[src/hdl/blcp_pkg.sv]
// Package for the binomial lattice call pricer.
// Holds micro-op and state codes, the control/status structs and the Q30 helpers.
// No dependencies.
`timescale 1ns / 1ps

package blcp_pkg;

    localparam int unsigned CFG_IDX_W = 3;

    localparam logic [CFG_IDX_W-1:0] CFG_STRIKE   = 3'd0;
    localparam logic [CFG_IDX_W-1:0] CFG_STEPS    = 3'd1;
    localparam logic [CFG_IDX_W-1:0] CFG_UP       = 3'd2;
    localparam logic [CFG_IDX_W-1:0] CFG_DOWN     = 3'd3;
    localparam logic [CFG_IDX_W-1:0] CFG_PROB     = 3'd4;
    localparam logic [CFG_IDX_W-1:0] CFG_DISCOUNT = 3'd5;

    localparam logic [31:0] RST_STRIKE   = 32'd0;
    localparam logic [8:0]  RST_STEPS    = 9'd100;
    localparam logic [31:0] RST_UP       = 32'h4000_0000;
    localparam logic [31:0] RST_DOWN     = 32'h4000_0000;
    localparam logic [30:0] RST_PROB     = 31'h2000_0000;
    localparam logic [30:0] RST_DISCOUNT = 31'h4000_0000;

    localparam logic [30:0] ONE_Q30  = 31'h4000_0000;
    localparam logic [65:0] HALF_Q30 = 66'h2000_0000;

    typedef enum logic [3:0] {
        OP_NONE,
        OP_LOAD,
        OP_LF_START,
        OP_LF_MUL,
        OP_LF_RND,
        OP_LF_WRITE,
        OP_LF_BASE,
        OP_FD_INIT,
        OP_FD_RD0,
        OP_FD_RD1,
        OP_FD_M1,
        OP_FD_M2,
        OP_FD_M3,
        OP_FD_WR,
        OP_OUT
    } t_op;

    typedef enum logic [3:0] {
        ST_IDLE,
        ST_LF_START,
        ST_LF_MUL,
        ST_LF_RND,
        ST_LF_WRITE,
        ST_LF_BASE,
        ST_FD_INIT,
        ST_FD_RD0,
        ST_FD_RD1,
        ST_FD_M1,
        ST_FD_M2,
        ST_FD_M3,
        ST_FD_WR,
        ST_DONE
    } t_state;

    typedef struct packed {
        t_op op;
    } t_cmd;

    typedef struct packed {
        logic k_done;
        logic m_done;
        logic j_last;
        logic t_last;
        logic out_busy;
    } t_sts;

    // (v + 2^29) >> 30, saturated to 32 bits
    function automatic logic [31:0] f_round_q30(input logic [64:0] v);
        logic [65:0] s;
        logic [35:0] hi;
        s  = {1'b0, v} + HALF_Q30;
        hi = s[65:30];
        return (|hi[35:32]) ? 32'hFFFF_FFFF : hi[31:0];
    endfunction

    function automatic logic [30:0] f_clamp_one(input logic [30:0] v);
        return (v > ONE_Q30) ? ONE_Q30 : v;
    endfunction

endpackage

[src/hdl/blcp_ctrl.sv]
// Controller FSM for the binomial lattice call pricer.
// Sequences leaf build and backward fold; depends on blcp_pkg.
`timescale 1ns / 1ps

module blcp_ctrl
    import blcp_pkg::*;
(
    input  logic i_clk,
    input  logic i_rst_n,
    input  logic i_in_valid,
    output logic o_in_stall,
    input  t_sts i_sts,
    output t_cmd o_cmd
);

    t_state r_state;
    t_state n_state;

    always_ff @(posedge i_clk) begin
        if (!i_rst_n) begin
            r_state <= ST_IDLE;
        end else begin
            r_state <= n_state;
        end
    end

    always_comb begin
        n_state = r_state;
        case (r_state)
            ST_IDLE:     if (i_in_valid) n_state = ST_LF_START;
            ST_LF_START: n_state = ST_LF_MUL;
            ST_LF_MUL:   n_state = i_sts.k_done ? ST_LF_WRITE : ST_LF_RND;
            ST_LF_RND:   n_state = ST_LF_MUL;
            ST_LF_WRITE: n_state = i_sts.m_done ? ST_FD_INIT : ST_LF_BASE;
            ST_LF_BASE:  n_state = ST_LF_START;
            ST_FD_INIT:  n_state = ST_FD_RD0;
            ST_FD_RD0:   n_state = ST_FD_RD1;
            ST_FD_RD1:   n_state = ST_FD_M1;
            ST_FD_M1:    n_state = ST_FD_M2;
            ST_FD_M2:    n_state = ST_FD_M3;
            ST_FD_M3:    n_state = ST_FD_WR;
            ST_FD_WR:    n_state = (i_sts.j_last && i_sts.t_last) ? ST_DONE : ST_FD_RD0;
            ST_DONE:     if (!i_sts.out_busy) n_state = ST_IDLE;
            default:     n_state = ST_IDLE;
        endcase
    end

    always_comb begin
        o_cmd.op   = OP_NONE;
        o_in_stall = 1'b1;
        case (r_state)
            ST_IDLE: begin
                // held off while in reset
                o_in_stall = !i_rst_n;
                if (i_in_valid && i_rst_n) o_cmd.op = OP_LOAD;
            end
            ST_LF_START: o_cmd.op = OP_LF_START;
            ST_LF_MUL:   o_cmd.op = OP_LF_MUL;
            ST_LF_RND:   o_cmd.op = OP_LF_RND;
            ST_LF_WRITE: o_cmd.op = OP_LF_WRITE;
            ST_LF_BASE:  o_cmd.op = OP_LF_BASE;
            ST_FD_INIT:  o_cmd.op = OP_FD_INIT;
            ST_FD_RD0:   o_cmd.op = OP_FD_RD0;
            ST_FD_RD1:   o_cmd.op = OP_FD_RD1;
            ST_FD_M1:    o_cmd.op = OP_FD_M1;
            ST_FD_M2:    o_cmd.op = OP_FD_M2;
            ST_FD_M3:    o_cmd.op = OP_FD_M3;
            ST_FD_WR:    o_cmd.op = OP_FD_WR;
            ST_DONE:     if (!i_sts.out_busy) o_cmd.op = OP_OUT;
            default:     o_cmd.op = OP_NONE;
        endcase
    end

    a_stall_busy: assert property (@(posedge i_clk) disable iff (!i_rst_n)
        (r_state != ST_IDLE) |-> o_in_stall)
        else $error("input not stalled while busy");
    a_load_leaves: assert property (@(posedge i_clk) disable iff (!i_rst_n)
        (o_cmd.op == OP_LOAD) |=> (r_state == ST_LF_START))
        else $error("load did not start leaf build");
    a_done_out: assert property (@(posedge i_clk) disable iff (!i_rst_n)
        (r_state == ST_DONE && !i_sts.out_busy) |=> (r_state == ST_IDLE))
        else $error("result not handed off");

endmodule

[config.mk]
export PLATFORM = sky130hd
export DESIGN_NAME = blcp_ctrl
export DESIGN_NICKNAME = d
export VERILOG_FILES = /design/src/hdl/blcp_pkg.sv /design/src/hdl/blcp_ctrl.sv
export SDC_FILE = /design/constraint.sdc
export NUM_CORES = 1
export LEC_CHECK = 0
export CORE_AREA = 10 10 47 49
export CTS_BUF_LIST = sky130_fd_sc_hd__clkbuf_4
export DETAILED_ROUTE_END_ITERATION = 16
export DIE_AREA = 0 0 57 59
export DONT_BUFFER_PORTS = 1
export HOLD_SLACK_MARGIN = 0.03
export PLACE_DENSITY = 0.45
export SYNTH_ARGS = -nofsm -noshare
export SYNTH_HDL_FRONTEND = slang
export SYNTH_SLANG_ARGS = --single-unit
[constraint.sdc]
create_clock -name i_clk -period 2.9 [get_ports i_clk]
set_input_delay 0.58 -clock i_clk [delete_from_list [all_inputs] [get_ports i_clk]]
set_output_delay 0.58 -clock i_clk [all_outputs]
set_load 0.01 [all_outputs]
==> out/results.tsv <==
stage	metric	value	unit
placement	place_congestion	0.737	
cells_and_area	filler_cells	171	
synthesis	synth-warning-count	0	
floorplanning	die_width	57	µm
power	power_report.internal_total	0.000126	W
cells_and_area	stdcell_area	397	µm²
drt	routed_wire_length	1.07	mm
cts	max-clock-path-buffers	2	
floorplanning	die_h	59	µm
synthesis	synth_largest_area_cell	dfxtp_1	
cts	cts-root-buf	clkbuf_4	
drt	drt_drc_violations_left	0	
cells_and_area	top_register	r_state	
grt	groute.usage.overall	5.99	%
sta	worst_hold_slack	553	ps
setup_path	critical_path.endpoint_type	output pin	
synthesis	yosys_register_bits	4	
grt	overflow	0	
sta	rsz_0062_raised_after_global_routing	no	
sta	final.setup.worst_slack	878	ps
grt	grt_pass1_wl	1.63	mm
synthesis	post_syn_area	387	µm²
cells_and_area	syn_to_final_growth	2.59	%
outcome	outcome	finished clean	
sta	finalMaxSlewViolations	0	
setup_path	critical_path.reg2reg.endpoint	r_state[0]$_SDFFE_PN0P_	
cts	post-cts-setup-buffers	0	
synthesis	synth-simple-area-share	22.0	%
drt	antenna_violating_nets_post_route	0	
cts	clock_insertion_delay_worst_skew	240	ps
synthesis	synth_xor_area_share	0	%
floorplanning	design.core.area	1400	µm²
sta	totalNegativeSetupSlack	0	ps
cts	cts_tree	built	
cts	clock_tree.htree_level_count	1	
cells_and_area	largest_register_ff_count	4	
setup_path	arrival	1440	ps
power	switching_component_of_the_power	0.0000647	W
cells_and_area	drive_gt1_share	10.9	%
cells_and_area	antenna_cells	0	
synthesis	synth_nets	65	
synthesis	synth-adder-area-share	0	%
drt	initialDrtViolationCount	13	
cts	post_cts_sizing	0	
synthesis	synth_compound_area_share	46.0	%
cts	clock_pin_slew_on_the_worst_setup_and_hold_paths	40	ps
power	clock_power_share	37.4	%
synthesis	synth_seq_area_share	20.7	%
drt	detail_route.vias_per_cell	5.83	
power	power_leakage	0.153	nW
cts	cts_hold_buffers	0	
cells_and_area	layout.core_utilization	28.3	%
setup_path	path_max_fanout	14	
setup_path	setup.reg_to_reg.worst_slack	1450	ps
sta	fmax	495	MHz
sta	headroom_to_the_max_slew_limit	63.4	%
synthesis	fraction_of_synthesized_cell_area_taken_by_the_top_area_cell_type	20.7	%
synthesis	synth_top_family_by_area	compound AO/OA/AOI/OAI gates	
cts	clock-sinks	4	
synthesis	post_synth_main_area_contributors	dfxtp_1, a21oi_1, nand2_1	
power	power.combinational.fraction	23.5	%
power	peak_supply_drop	0.000221	V
cells_and_area	multiInputGateArea	263	µm²
min_path	whs_endpoint	r_state[2]$_SDFFE_PN0P_	
power	seqPwrFrac	39.1	%
floorplanning	initial_utilization	27.6	%
sta	pin_slew_with_the_least_headroom_to_its_limit	548	ps
min_path	worst_hold_path_type	primary input to flop	
setup_path	reg2reg_path_depth	4	
synthesis	postSynthAreaPerCell	6.78	µm²
setup_path	cp-start-kind	flop	
grt	initial_antenna_violation_count	0	
placement	dp_worst_setup_slack	1140	ps
sta	timing.final.setup_violations	0	
floorplanning	number_of_rows_created_at_floorplan	14	
floorplanning	io_pins	13	
sta	timing.final.hold_violations	0	
cells_and_area	design.final.nets	65	
cells_and_area	regArea	80.1	µm²
floorplanning	die-area	3360	µm²
min_path	worst_hold_launch	i_rst_n	
cts	tritoncts.num_buffers	3	
setup_path	critPathKind	flop to output pin	
grt	grt_start_max_net_pins	19	
sta	layout_min_cycle_time	2020	ps
cells_and_area	reg.largest.list	r_state x4	
sta	worst_clock_skew	3.63	ps
synthesis	yosys-mux-area-fraction	0	%
run	cap_viol_max_count	0	
power	cellPowerDensity	482	nW/µm²
min_path	timing.hold.worst_path_depth	2	
power	swShare	33.8	%
setup_path	regToRegStartpoint	r_state[2]$_SDFFE_PN0P_	
placement	post-dp-hpwl	734	µm
synthesis	synth.lib_cells_used.distinct	26	
sta	final_min_period_over_clock_period	69.7	%
drt	firstDrtPassIters	4	
synthesis	netlist_instances	57	
placement	portBuffers	0	
grt	grt_pass1_vias	365	
setup_path	timing.critical_path.required	2320	ps
drt	detailroute.via_count	414	
drt	wire_per_inst	15.0	µm
placement	post_dp_cell_area	374	µm²
==> cells by family (layout without fill, tap and decap cells) <==
logic type / after synthesis / after routing
buf+inv: 8 / 6
simple gates: 19 / 19
flops: 4 / 4
compound gates: 26 / 26
==> metrics by stage <==
stage	total power (W)	std cells
floorplan	0.000117	57
global placement	0.000121	68
detailed placement	0.000120	68
CTS	0.000194	71
global route	0.000203	71
finish	0.000191	71
==> cell usage after synthesis <==
cell type	n
buf_6	1
a311oi_1	1
buf_4	1
o31ai_1	1
a21boi_1	1
a221o_1	1
nor3_1	2
nor2b_2	1
a32oi_1	1
o22ai_1	2
a211o_1	1
a21o_1	1
nor2b_1	1
nand3_1	3
nor2_1	4
nand2_1	8
clkbuf_1	1
a21oi_1	7
a22o_1	2
buf_2	2
a211oi_1	1
o21ai_0	5
dfxtp_1	4
a31o_2	1
inv_1	3
a211oi_2	1
==> per-layer routing <==
metal | routed length (µm) | vias to the layer above | track usage (%)
li1 | - | 210 | -
met1 | 505 | 190 | 6.49
met2 | 480 | 14 | 9.46
met3 | 81 | 0 | 3.00
met4 | 0 | 0 | 3.02
met5 | 0 | - | 0
==> cells in the final DEF, fill, tap and decap left out, types with 2 or more instances in the layout <==
cell and count:
nand2_1 8, a21oi_1 7, o21ai_0 5, nor2_1 4, dfxtp_1 4, inv_1 3
nand3_1 3, clkbuf_4 3, nor3_1 2, a22o_1 2, o22ai_1 2
==> critical path: stages, from the launching register on <==
cell and delay, ps:
dfxtp_1 580, inv_1 200, a311oi_1 240, a31o_2 180
==> power groups by stage <==
stage | registers (W) | logic [W] | clock network [W]
after detailed placement | 0.0000756 | 0.0000447 | 0
final | 0.0000748 | 0.0000449 | 0.0000714
after floorplan | 0.0000632 | 0.0000536 | 0
after global routing | 0.0000764 | 0.0000495 | 0.0000770
after global placement | 0.0000758 | 0.0000448 | 0
after CTS | 0.0000748 | 0.0000452 | 0.0000742
==> layout make-up <==
cell class	instances	share of cell area, %
multi-input combinational	45	66.2
sequential	4	20.2
tap	16	5.05
clock buffer	3	5.68
inverter	3	2.84
==> worst max path at each step <==
stage                                  startpoint  cells past startpoint       end  slack, ps
after floorplan           r_state[1]$_SDFFE_PN0P_                      5  o_cmd[2]       1320
after global placement    r_state[1]$_SDFFE_PN0P_                      3  o_cmd[3]       1130
after detailed placement  r_state[2]$_SDFFE_PN0P_                      3  o_cmd[2]       1140
after CTS                 r_state[1]$_SDFFE_PN0P_                      3  o_cmd[3]        870
after global routing      r_state[1]$_SDFFE_PN0P_                      3  o_cmd[3]        750
final                     r_state[0]$_SDFFE_PN0P_                      3  o_cmd[1]        880
Note: power is estimated with default switching activity, not from simulation.
